<file path="src/hdl/tmf_pkg.sv">
// ----------------------------------------------------------------------------
// Trimmed-mean filter package
// Shared widths, register indexes and the pipeline control word.
// ----------------------------------------------------------------------------
`timescale 1ns / 1ps

package tmf_pkg;

  localparam int WINDOW_LEN_DEF = 5;
  localparam int ACC_W          = 17;
  localparam int GYR_W          = 16;
  localparam int NSTG           = 4;
  localparam int CFG_IDX_W      = 1;

  typedef enum logic [CFG_IDX_W-1:0] {
    CFG_FILTER_ACCEL = 1'b0,
    CFG_FILTER_GYRO  = 1'b1
  } tmf_cfg_idx_e;

  typedef struct packed {
    logic            accept;
    logic            full;
    logic [NSTG-1:0] en;
    logic            filt;
  } tmf_ctrl_t;

endpackage

</file>
<file path="src/hdl/tmf_ctrl.sv">
// ----------------------------------------------------------------------------
// Trimmed-mean filter pipeline control
// Stage valid chain with per-stage load enables, fill counter and the
// filtered flag that travels with each word.
// ----------------------------------------------------------------------------
`timescale 1ns / 1ps

module tmf_ctrl #(
  parameter int WIN_LEN = tmf_pkg::WINDOW_LEN_DEF
) (
  input  logic               clk_i,
  input  logic               rst_ni,
  input  logic               in_valid_i,
  output logic               in_stall_o,
  output logic               out_valid_o,
  input  logic               out_stall_i,
  output logic               filtered_o,
  output tmf_pkg::tmf_ctrl_t ctrl_o
);
  import tmf_pkg::*;

  localparam int HIST_LEN = WIN_LEN - 1;
  localparam int FILL_W   = $clog2(WIN_LEN);

  logic [FILL_W-1:0] fill_q, fill_d;
  logic [NSTG-1:0]   vld_q, vld_d;
  logic [NSTG-1:0]   filt_q, filt_d;
  logic [NSTG-1:0]   ready;
  logic              full;
  logic              accept;

  assign full   = (fill_q == FILL_W'(HIST_LEN));
  assign accept = in_valid_i && ready[0];

  always_comb begin
    ready[NSTG-1] = !vld_q[NSTG-1] || !out_stall_i;
    for (int k = NSTG - 2; k >= 0; k--) begin
      ready[k] = !vld_q[k] || ready[k+1];
    end
    vld_d  = vld_q;
    filt_d = filt_q;
    if (ready[0]) begin
      vld_d[0]  = in_valid_i;
      filt_d[0] = full;
    end
    for (int k = 1; k < NSTG; k++) begin
      if (ready[k]) begin
        vld_d[k]  = vld_q[k-1];
        filt_d[k] = filt_q[k-1];
      end
    end
    fill_d = fill_q;
    if (accept && !full) begin
      fill_d = fill_q + FILL_W'(1);
    end
  end

  always_ff @(posedge clk_i or negedge rst_ni) begin
    if (!rst_ni) begin
      fill_q <= '0;
      vld_q  <= '0;
      filt_q <= '0;
    end else begin
      fill_q <= fill_d;
      vld_q  <= vld_d;
      filt_q <= filt_d;
    end
  end

  assign in_stall_o    = !ready[0];
  assign out_valid_o   = vld_q[NSTG-1];
  assign filtered_o    = filt_q[NSTG-1];
  assign ctrl_o.accept = accept;
  assign ctrl_o.full   = full;
  assign ctrl_o.en     = ready;
  assign ctrl_o.filt   = filt_q[NSTG-2];

endmodule

</file>
<file path="config.mk">
export PLATFORM = sky130hd
export DESIGN_NAME = tmf_ctrl
export DESIGN_NICKNAME = d
export VERILOG_FILES = /design/src/hdl/tmf_pkg.sv /design/src/hdl/tmf_ctrl.sv
export SDC_FILE = /design/constraint.sdc
export NUM_CORES = 1
export LEC_CHECK = 0
export BUFFER_PORTS_ARGS = -buffer_cell sky130_fd_sc_hd__buf_2
export CAP_MARGIN = 20
export CORE_AREA = 2 2 39 41
export CTS_BUF_LIST = sky130_fd_sc_hd__clkbuf_4 sky130_fd_sc_hd__clkbuf_8
export CTS_CLUSTER_DIAMETER = 150
export DETAILED_ROUTE_END_ITERATION = 8
export DIE_AREA = 0 0 41 43
export SLEW_MARGIN = 20
export SYNTH_ARGS = -nofsm -noshare
export SYNTH_HDL_FRONTEND = slang
export SYNTH_SLANG_ARGS = --single-unit
</file>
<file path="constraint.sdc">
create_clock -name clk_i -period 1.49 [get_ports clk_i]
set_input_delay 0.0745 -clock clk_i [delete_from_list [all_inputs] [get_ports clk_i]]
set_output_delay 0.0745 -clock clk_i [all_outputs]
set_load 0.1 [all_outputs]
</file>
==> out/qor.txt <==
data required time of the worst path: 1.65 ns
Num CTS Buffers: 3
DR pass1 iterations: 3
delay-heaviest family, CP: flip-flops
Largest stage delay, worst path: 0.49 ns
initial antenna violation count: 0
Power Density: 1990 nW/µm²
Synth Cell Area: 524 µm²
Seq cells post-synth: 11
setup_tns: -0.0370 ns
drt wl/cell: 11.6 µm
final setup fails: 3
die area: 1760 µm²
clk slew on worst S/H paths: 0.06 ns
Finished Cell Area: 833 µm²
Vias per Instance: 4.61
final hold violations: 0
most common cell after layout, fill and taps aside: dfrtp_1
Synth warnings: 0
Worst-Skew Late Latency: 0.27 ns
failing checks: negative setup slack
largest net degree at the start of global routing: 12
Final WS setup: -0.0143 ns
max_slew headroom: 0.679
peak ir drop on the vdd network: 1.15 mV
critical path endpoint category: flip-flop
row count: 14
crit path launch type: flip-flop
fin nets: 73
global route total overflow: 0
Starting Density: 0.379
run status: finished with violations
sequential area share after synthesis: 0.525
Detailed Place HPWL: 695 µm
die width: 41 µm
drt drc: 0
Yosys cell types: 16
Setup Skew: 0.00367 ns
worst hold path class: input pin to flip-flop
Max Slew Vio Count: 0
routed wl met2: 462 µm
data arrival time of the critical path: 1.66 ns
vias: 378
Global Route Usage Sum: 0.143
Post-Syn Nets: 51
Slowest-stage cell, CP: dfrtp_4
P&R area growth vs syn: 58.9%
I/O pin count: 14
worst slew pin tran: 0.484 ns
Crit Path Max Fanout: 3
Pleak: 0.390 nW
CTS tree: yes
I/O Buffers: 13
vias in the first global route: 383
max frequency: 665 MHz
fillers: 107
H-tree Lvls: 1
wire length on met1: 411 µm
Detailed Route Iter0 Violations: 3
n_diodes: 0
syn_area_per_cell: 11.7 µm²
Root Driver: clkbuf_4
crit-path cells: and4_4 > buf_4 > a211oi_4 > mux2_4
most frequent cells in the layout: dfrtp_1 (10), buf_12 (7), clkbuf_4 (6), buf_2 (6)
die height: 43 µm
Period minus WS final: 1.50 ns
clock sink count: 11
Routed WL: 952 µm
first-pass GRT wire length: 1630 µm
Routed Antenna Nets: 0
placed cell area: 737 µm²
RD Place Congestion: 0.641
maximum root-to-sink buffer count: 2
share of post-route cells with drive strength above 1: 0.621
RSZ-0062 raised after global routing: true
met3 WL post-DR: 63 µm
period utilisation layout: 1.01
highest routed layer: met4
Mapped Cells: 45
crit path kind: flip-flop to flip-flop
Worst Path Buf+Inv: 1
Max Cap Viol: 0
core area: 1380 µm²
## cell usage after synthesis, drive strengths merged
cell type / count / area [µm²]
inv: 5 / 18.8
and2: 1 / 6.26
nand2: 7 / 28.8
and4: 1 / 11.3
a21oi: 2 / 10.0
a211oi: 1 / 20.0
xnor2: 1 / 8.76
nand2b: 4 / 25.0
buf: 4 / 33.8
dfrtp: 11 / 275
ha: 2 / 25.0
nand3: 1 / 5.00
mux2: 5 / 56.3
## power breakdown
part	internal, W	switching, W
Combinational	0.000360	0.000597
Clock	0.000122	0.000102
Sequential	0.000405	0.0000699
## area by class of cell
cell class	instances	area (µm²)	area share
Timing Repair Buffer	21	233	0.279
Inverter	5	26.3	0.0315
Clock buffer	4	30.0	0.0360
Multi-Input combinational cell	25	245	0.294
Tap cell	16	20.0	0.0240
Sequential cell	11	279	0.335
## registers in the layout, summed over array words and instances, names as in the netlist
signal and flops:
fill_q 3, vld_q 4, filt_q 4
## logic make-up (layout without fill, tap and decap cells)
| logic type | Yosys count | after routing | share of synthesized area |
|---|---|---|---|
| DFF | 11 | 11 | 0.525 |
| buffers and inverters | 9 | 30 | 0.100 |
| adders and majority gates | 2 | 2 | 0.0477 |
| muxes | 5 | 5 | 0.107 |
| and+or+nand+nor | 14 | 14 | 0.146 |
| xor gates and xnor gates | 1 | 1 | 0.0167 |
| AOI/OAI and AO/OA | 3 | 3 | 0.0573 |
## tightest hold or removal path: cells and delay by family
family / cells / cell delay, ns
simple gates: 2 / 0.12
buf+inv: 1 / 0.13
## stage by stage
stage | worst slack (ns) | power, W | hold slack [ns] | util | instances
after global routing | -0.0803 | 0.00176 | 0.0966 | 0.602 | 82
after global placement | 0.0361 | 0.00138 | -0.0423 | 0.533 | 74
after detailed placement | -0.0128 | 0.00139 | -0.0441 | 0.533 | 74
after CTS | -0.0283 | 0.00166 | 0.0828 | 0.595 | 82
after floorplan | -0.310 | 0.00117 | -0.221 | - | 45
final | -0.0143 | 0.00166 | 0.0856 | 0.602 | 82
## worst paths after layout
kind / from / end / slack [ns] / cells after the start
max in group asynchronous: rst_ni / vld_q[3] / 1.07 / 2
min in group asynchronous: rst_ni / filt_q[1] / 0.19 / 2
max: vld_q[3] / fill_q[1] / -0.01 / 4
min reg2reg: vld_q[1] / vld_q[2] / 0.48 / 1
max reg2reg: vld_q[3] / fill_q[1] / -0.01 / 4
min: out_stall_i / vld_q[2] / 0.09 / 3
## per-layer routing
| layer | GRT usage | up-vias |
|---|---|---|
| met1 | 0.157 | 182 |
| met4 | 0.0800 | 0 |
| li1 | - | 181 |
| met3 | 0.0785 | 2 |
| met2 | 0.209 | 13 |
| met5 | 0 | - |
## repair_timing
| item | CTS | global route |
|---|---|---|
| gates resized for setup | 2 | 5 |
| hold endpoints to repair | 11 | 0 |
| pin swaps | 1 | 1 |
| endpoints found under the setup margin | 4 | 7 |
| setup buffers | 3 | 0 |
| gates cloned | 0 | 0 |
| hold buffers | 1 | 0 |
(Power assumes the default switching activity.)
