**src/hdl/tmf_pkg.sv**
```systemverilog
// ----------------------------------------------------------------------------
// Trimmed-mean filter package
// Shared widths, register indexes and the pipeline control word.
// ----------------------------------------------------------------------------
`timescale 1ns / 1ps

package tmf_pkg;

  localparam int WINDOW_LEN_DEF = 5;
  localparam int ACC_W          = 17;
  localparam int GYR_W          = 16;
  localparam int NSTG           = 4;
  localparam int CFG_IDX_W      = 1;

  typedef enum logic [CFG_IDX_W-1:0] {
    CFG_FILTER_ACCEL = 1'b0,
    CFG_FILTER_GYRO  = 1'b1
  } tmf_cfg_idx_e;

  typedef struct packed {
    logic            accept;
    logic            full;
    logic [NSTG-1:0] en;
    logic            filt;
  } tmf_ctrl_t;

endpackage

```
**src/hdl/tmf_lane.sv**
```systemverilog
// ----------------------------------------------------------------------------
// Trimmed-mean filter lane
// One axis: history shift line, running sum, min/max tree, trim and
// division by a constant through a reciprocal multiply.
// ----------------------------------------------------------------------------
`timescale 1ns / 1ps

module tmf_lane #(
  parameter int DATA_W  = tmf_pkg::ACC_W,
  parameter int WIN_LEN = tmf_pkg::WINDOW_LEN_DEF
) (
  input  logic                     clk_i,
  input  logic                     rst_ni,
  input  tmf_pkg::tmf_ctrl_t       ctrl_i,
  input  logic                     enable_i,
  input  logic signed [DATA_W-1:0] sample_i,
  output logic signed [DATA_W-1:0] result_o
);
  import tmf_pkg::*;

  localparam int HIST_LEN = WIN_LEN - 1;
  localparam int LV       = $clog2(WIN_LEN);
  localparam int NP       = 2 ** LV;
  localparam int SUMW     = DATA_W + LV;
  localparam int MAGW     = SUMW - 1;
  localparam int DIV      = WIN_LEN - 2;
  localparam int SH       = MAGW + $clog2(DIV);
  localparam int RW       = SH + 1;
  localparam longint unsigned RECIP_L =
    ((64'd1 << SH) + 64'(DIV) - 64'd1) / 64'(DIV);
  localparam logic [RW-1:0] RECIP = RECIP_L[RW-1:0];

  logic signed [DATA_W-1:0] hist_q [HIST_LEN];
  logic signed [SUMW-1:0]   hist_sum_q, hist_sum_d;
  logic signed [SUMW-1:0]   sample_ext;
  logic signed [SUMW-1:0]   win_sum;
  logic signed [DATA_W-1:0] mn_t [NP];
  logic signed [DATA_W-1:0] mx_t [NP];

  logic signed [SUMW-1:0]   s1_sum_q;
  logic signed [DATA_W-1:0] s1_min_q, s1_max_q, s1_raw_q;

  logic signed [SUMW-1:0]   trim;
  logic        [SUMW-1:0]   trim_abs;
  logic        [MAGW-1:0]   s2_mag_q;
  logic                     s2_neg_q;
  logic signed [DATA_W-1:0] s2_raw_q;

  logic [MAGW+RW-1:0]       prod;
  logic [DATA_W-1:0]        s3_quo_q;
  logic                     s3_neg_q;
  logic signed [DATA_W-1:0] s3_raw_q;

  logic signed [DATA_W-1:0] mean;
  logic signed [DATA_W-1:0] result_q;

  assign sample_ext = SUMW'(sample_i);
  assign win_sum    = hist_sum_q + sample_ext;

  always_comb begin
    hist_sum_d = hist_sum_q + sample_ext;
    if (ctrl_i.full) begin
      hist_sum_d = hist_sum_q + sample_ext - SUMW'(hist_q[0]);
    end
  end

  always_comb begin
    for (int i = 0; i < NP; i++) begin
      if (i < HIST_LEN) begin
        mn_t[i] = hist_q[i];
        mx_t[i] = hist_q[i];
      end else begin
        mn_t[i] = sample_i;
        mx_t[i] = sample_i;
      end
    end
    for (int l = 0; l < LV; l++) begin
      for (int i = 0; i < (NP >> (l + 1)); i++) begin
        mn_t[i] = (mn_t[2*i+1] < mn_t[2*i]) ? mn_t[2*i+1] : mn_t[2*i];
        mx_t[i] = (mx_t[2*i+1] > mx_t[2*i]) ? mx_t[2*i+1] : mx_t[2*i];
      end
    end
  end

  always_ff @(posedge clk_i) begin
    if (ctrl_i.accept) begin
      for (int i = 0; i < HIST_LEN - 1; i++) begin
        hist_q[i] <= hist_q[i+1];
      end
      hist_q[HIST_LEN-1] <= sample_i;
    end
  end

  always_ff @(posedge clk_i or negedge rst_ni) begin
    if (!rst_ni) begin
      hist_sum_q <= '0;
    end else if (ctrl_i.accept) begin
      hist_sum_q <= hist_sum_d;
    end
  end

  always_ff @(posedge clk_i) begin
    if (ctrl_i.en[0]) begin
      s1_sum_q <= win_sum;
      s1_min_q <= mn_t[0];
      s1_max_q <= mx_t[0];
      s1_raw_q <= sample_i;
    end
  end

  assign trim     = s1_sum_q - SUMW'(s1_max_q) - SUMW'(s1_min_q);
  assign trim_abs = trim[SUMW-1] ? -trim : trim;

  always_ff @(posedge clk_i) begin
    if (ctrl_i.en[1]) begin
      s2_mag_q <= trim_abs[MAGW-1:0];
      s2_neg_q <= trim[SUMW-1];
      s2_raw_q <= s1_raw_q;
    end
  end

  // The reciprocal is rounded up with enough fraction bits that the
  // quotient is exact for every magnitude that can occur.
  assign prod = (MAGW+RW)'(s2_mag_q) * (MAGW+RW)'(RECIP);

  always_ff @(posedge clk_i) begin
    if (ctrl_i.en[2]) begin
      s3_quo_q <= prod[SH +: DATA_W];
      s3_neg_q <= s2_neg_q;
      s3_raw_q <= s2_raw_q;
    end
  end

  assign mean = s3_neg_q ? -signed'(s3_quo_q) : signed'(s3_quo_q);

  always_ff @(posedge clk_i) begin
    if (ctrl_i.en[3]) begin
      result_q <= (ctrl_i.filt && enable_i) ? mean : s3_raw_q;
    end
  end

  assign result_o = result_q;

endmodule

```
**config.mk**
```make
export PLATFORM = sky130hd
export DESIGN_NAME = tmf_lane
export DESIGN_NICKNAME = d
export VERILOG_FILES = /design/src/hdl/tmf_pkg.sv /design/src/hdl/tmf_lane.sv
export SDC_FILE = /design/constraint.sdc
export NUM_CORES = 1
export LEC_CHECK = 0
export ABC_CLOCK_PERIOD_IN_PS = 10200
export BUFFER_PORTS_ARGS = -buffer_cell sky130_fd_sc_hd__buf_2
export CORE_ASPECT_RATIO = 0.7
export CORE_MARGIN = 4
export CORE_UTILIZATION = 40
export CTS_BUF_LIST = sky130_fd_sc_hd__clkbuf_2
export CTS_CLUSTER_DIAMETER = 80
export DETAILED_ROUTE_END_ITERATION = 6
export SKIP_LAST_GASP = 1
export SLEW_MARGIN = 40
export SYNTH_ARGS = -nofsm -noshare
export SYNTH_HDL_FRONTEND = slang
export SYNTH_SLANG_ARGS = --single-unit
```
**constraint.sdc**
```tcl
create_clock -name clk_i -period 10.2 [get_ports clk_i]
set_input_delay 2.55 -clock clk_i [delete_from_list [all_inputs] [get_ports clk_i]]
set_output_delay 2.55 -clock clk_i [all_outputs]
set_load 0.03 [all_outputs]
```
==> impl_metrics.toml <==
[place]
place.gp.congestion = 0.952
dpl_cell_area_um2 = 21700
place_hpwl_mm = 43.2
io_buffers = 43
post-place-cells = 2590

[die]
start_util_pct = 40.6
io-pin-count = 44
design.core.area_um2 = 50900
area_enclosed_by_the_die_boundary_um2 = 55400
die_h_um = 198
die_w_um = 280
num_rows = 69

[sta]
report.final.setup_viol = 0
layout_worst_path_cycle_share_pct = 84.1
finalWorstPathRequiredPeriod_ns = 8.58
totalNegativeSetupSlack_ns = 0
slew_headroom_pct = 43.6
report.final.slew_viol_count = 0
timing.fmax_mhz = 117
finalHoldViolations = 0
finalClockSkew_ns = 0.0688
worst_pin_slew_ns = 0.842
grt_setup_unrepaired = "false"

[detailed_routing]
wl_per_cell_um = 19.6
final_antenna_net_count = 0
routed-via-count = 14355
avg_vias_per_cell = 5.32
detail_route.iter0.violations = 1203
drt_drc_violations_left = 0
total_detailed_routing_wirelength_mm = 53.0
number_of_iterations_in_the_first_detailed_routing_pass = 6

[clock_tree]
clk_pin_slew_worst_paths_ns = 0.12
cts_hold_buffers = 0
postCtsSetupRepairBufs = 0
post_cts_resized = 0
max-clock-path-buffers = 3
h-tree-depth = 2
tritoncts = "done"
clock_latency_ns = 0.98
cts-buffers-inserted = 59
cts_num_sinks = 248
cts-root-buf = "sky130_fd_sc_hd__clkbuf_2"

[worst_setup_path]
cpPeakStageDelay_ns = 0.67
cp_slowest_cell = "sky130_fd_sc_hd__or4_1"
path_max_fanout = 26
critical-path-top-cell-by-count = "sky130_fd_sc_hd__a21o_1"
cp_data_required_time_ns = 10.87
setup.worst_path.end_class = "flip-flop"
setup.worst_path.start = "hist_q[3][16]"
critical_path_class = "flip-flop to flip-flop"
regToRegStartpoint = "hist_q[3][16]"
cp.arrival_ns = 9.26
cp-start-kind = "flip-flop"

[synthesis]
synthesis.yosys.warnings = 0
synth-edff-count = 228
synthesis.area_um2 = 20700
share_of_synthesized_flip_flops_with_an_asynchronous_set_or_reset_pct = 8.06
postSynthCellCount = 1891
synth_nets = 2331
synth_largest_type_area_fraction_pct = 33.1
synth_seq_area_share_pct = 35.5
synth_flop_cell = "sky130_fd_sc_hd__edfxtp_1"
synth.top_cells.by_area = "sky130_fd_sc_hd__edfxtp_1 (33%), sky130_fd_sc_hd__ha_1 (18%), sky130_fd_sc_hd__fa_1 (12%)"
synth.ff_latch_count = 248
synthDistinctLibCells = 76
synthesis.area_per_instance_um2 = 10.9
synth.largest_area_cell = "sky130_fd_sc_hd__edfxtp_1"

[grt]
grt_pass1_wl_mm = 82.7
global_route.usage.total_pct = 19.3
grt_overflow = 0
grt_antenna_before_repair = 3
grt_pass1_vias = 14261
grt_max_degree = 72

[layout]
num-fill-cells = 4861
finalInstanceArea_um2 = 22300
nNetsFinal = 2417
drive_above_1_share_pct = 9.83
finish.utilization_pct = 43.7
area.growth.synth_to_final_pct = 7.77
layout.cells.non_filler = 2699

[worst_hold_path]
worst_hold_startpoint = "s2_raw_q[4]"
hold_path_class = "flip-flop to flip-flop"

[outcome]
outcome = "completed"

[job]
timing.max_cap.violations = 0
## cell usage in the layout, fill, tap and decap left out, types with 41 or more instances in the layout
| cell | synthesis | routed |
|---|---|---|
| sky130_fd_sc_hd__a21oi_1 | 135 | 134 |
| sky130_fd_sc_hd__buf_2 | 3 | 41 |
| sky130_fd_sc_hd__clkbuf_2 | 0 | 90 |
| sky130_fd_sc_hd__edfxtp_1 | 228 | 228 |
| sky130_fd_sc_hd__fa_1 | 123 | 123 |
| sky130_fd_sc_hd__ha_1 | 290 | 290 |
| sky130_fd_sc_hd__inv_1 | 304 | 304 |
| sky130_fd_sc_hd__mux2i_1 | 79 | 79 |
| sky130_fd_sc_hd__nand2_1 | 69 | 69 |
| sky130_fd_sc_hd__nor2_1 | 129 | 129 |
| sky130_fd_sc_hd__xnor2_1 | 65 | 64 |
| sky130_fd_sc_hd__xor2_1 | 43 | 43 |
## through the flow
stage	hold WS, ns	setup WS, ns
after global routing	0.393	1.13
after global placement	0.403	2.03
after CTS	0.381	1.80
after detailed placement	0.405	1.78
final	0.401	1.62
after floorplan	0.400	2.72
## layout make-up
cell class	instances	area, um^2	area share [%]
Timing Repair Buffer	53	303	1.36
Multi-Input combinational cell	1311	12100	54.2
Sequential cell	248	7350	33.0
Clock buffer	90	450	2.02
Clock inverter	18	113	0.506
Tap cell	674	843	3.79
Inverter	304	1140	5.12
Antenna cell	1	2.50	0.0112
## Yosys cell counts (23+ instances only)
master,count
sky130_fd_sc_hd__nand2_1,69
sky130_fd_sc_hd__o21ai_0,41
sky130_fd_sc_hd__ha_1,290
sky130_fd_sc_hd__fa_1,123
sky130_fd_sc_hd__mux2_2,26
sky130_fd_sc_hd__a21o_1,40
sky130_fd_sc_hd__inv_1,304
sky130_fd_sc_hd__xnor2_1,65
sky130_fd_sc_hd__mux2i_1,79
sky130_fd_sc_hd__nand4_1,23
sky130_fd_sc_hd__a21oi_1,135
sky130_fd_sc_hd__xor2_1,43
sky130_fd_sc_hd__nor2_1,129
sky130_fd_sc_hd__nor3_1,24
sky130_fd_sc_hd__edfxtp_1,228
## flip-flops by register name, summed over array words and instances (netlist names), 17 cells and up
register	count
s1_raw_q	17
s3_quo_q	17
s2_mag_q	19
s1_min_q	17
s2_raw_q	17
result_o	17
s1_max_q	17
s3_raw_q	17
hist_sum_q	20
hist_q	68
s1_sum_q	20
## critical path, delay by kind of cell (launching register included)
family | cells | cell delay, ns
adder cells (fa/ha/maj) | 3 | 1.15
AND/OR/NAND/NOR | 4 | 1.05
buffers and inverters | 3 | 0.68
flip-flops | 1 | 0.52
AO/OA/AOI/OAI | 17 | 3.99
multiplexers | 3 | 0.93
## routing by layer
layer  routed length (um)  global-route usage, %  up-vias
met5                   20                      0        -
met4                  721                   3.51        2
met3                 5100                   5.43       66
met2                19800                   25.9      504
met1                27300                   30.8     6912
li1                     -                      -     6871
## final timing paths
check / cells past startpoint / slack, ns / endpoint
setup reg to reg: 30 / 1.62 / s1_min_q[16]
max in group asynchronous: 1 / 8.20 / hist_sum_q[8]
min in group asynchronous: 1 / 1.58 / hist_sum_q[0]
hold reg to reg: 0 / 0.40 / s3_raw_q[4]
setup / recovery: 30 / 1.62 / s1_min_q[16]
hold / removal: 0 / 0.40 / s3_raw_q[4]
## logic make-up (layout without fill, tap and decap cells)
kind of cell	after synthesis	count (layout)	share of synthesized area, %
and+or+nand+nor	326	326	7.40
adders and majority gates	413	413	29.5
AOI/OAI and AO/OA	348	348	11.0
xor gates and xnor gates	108	108	4.58
muxes	116	116	5.90
other	0	1	0
DFF	248	248	35.5
buffers and inverters	332	465	6.16
Power is not shown: default switching activity piles up to over one toggle a cycle in this logic, so the estimate is an artifact.
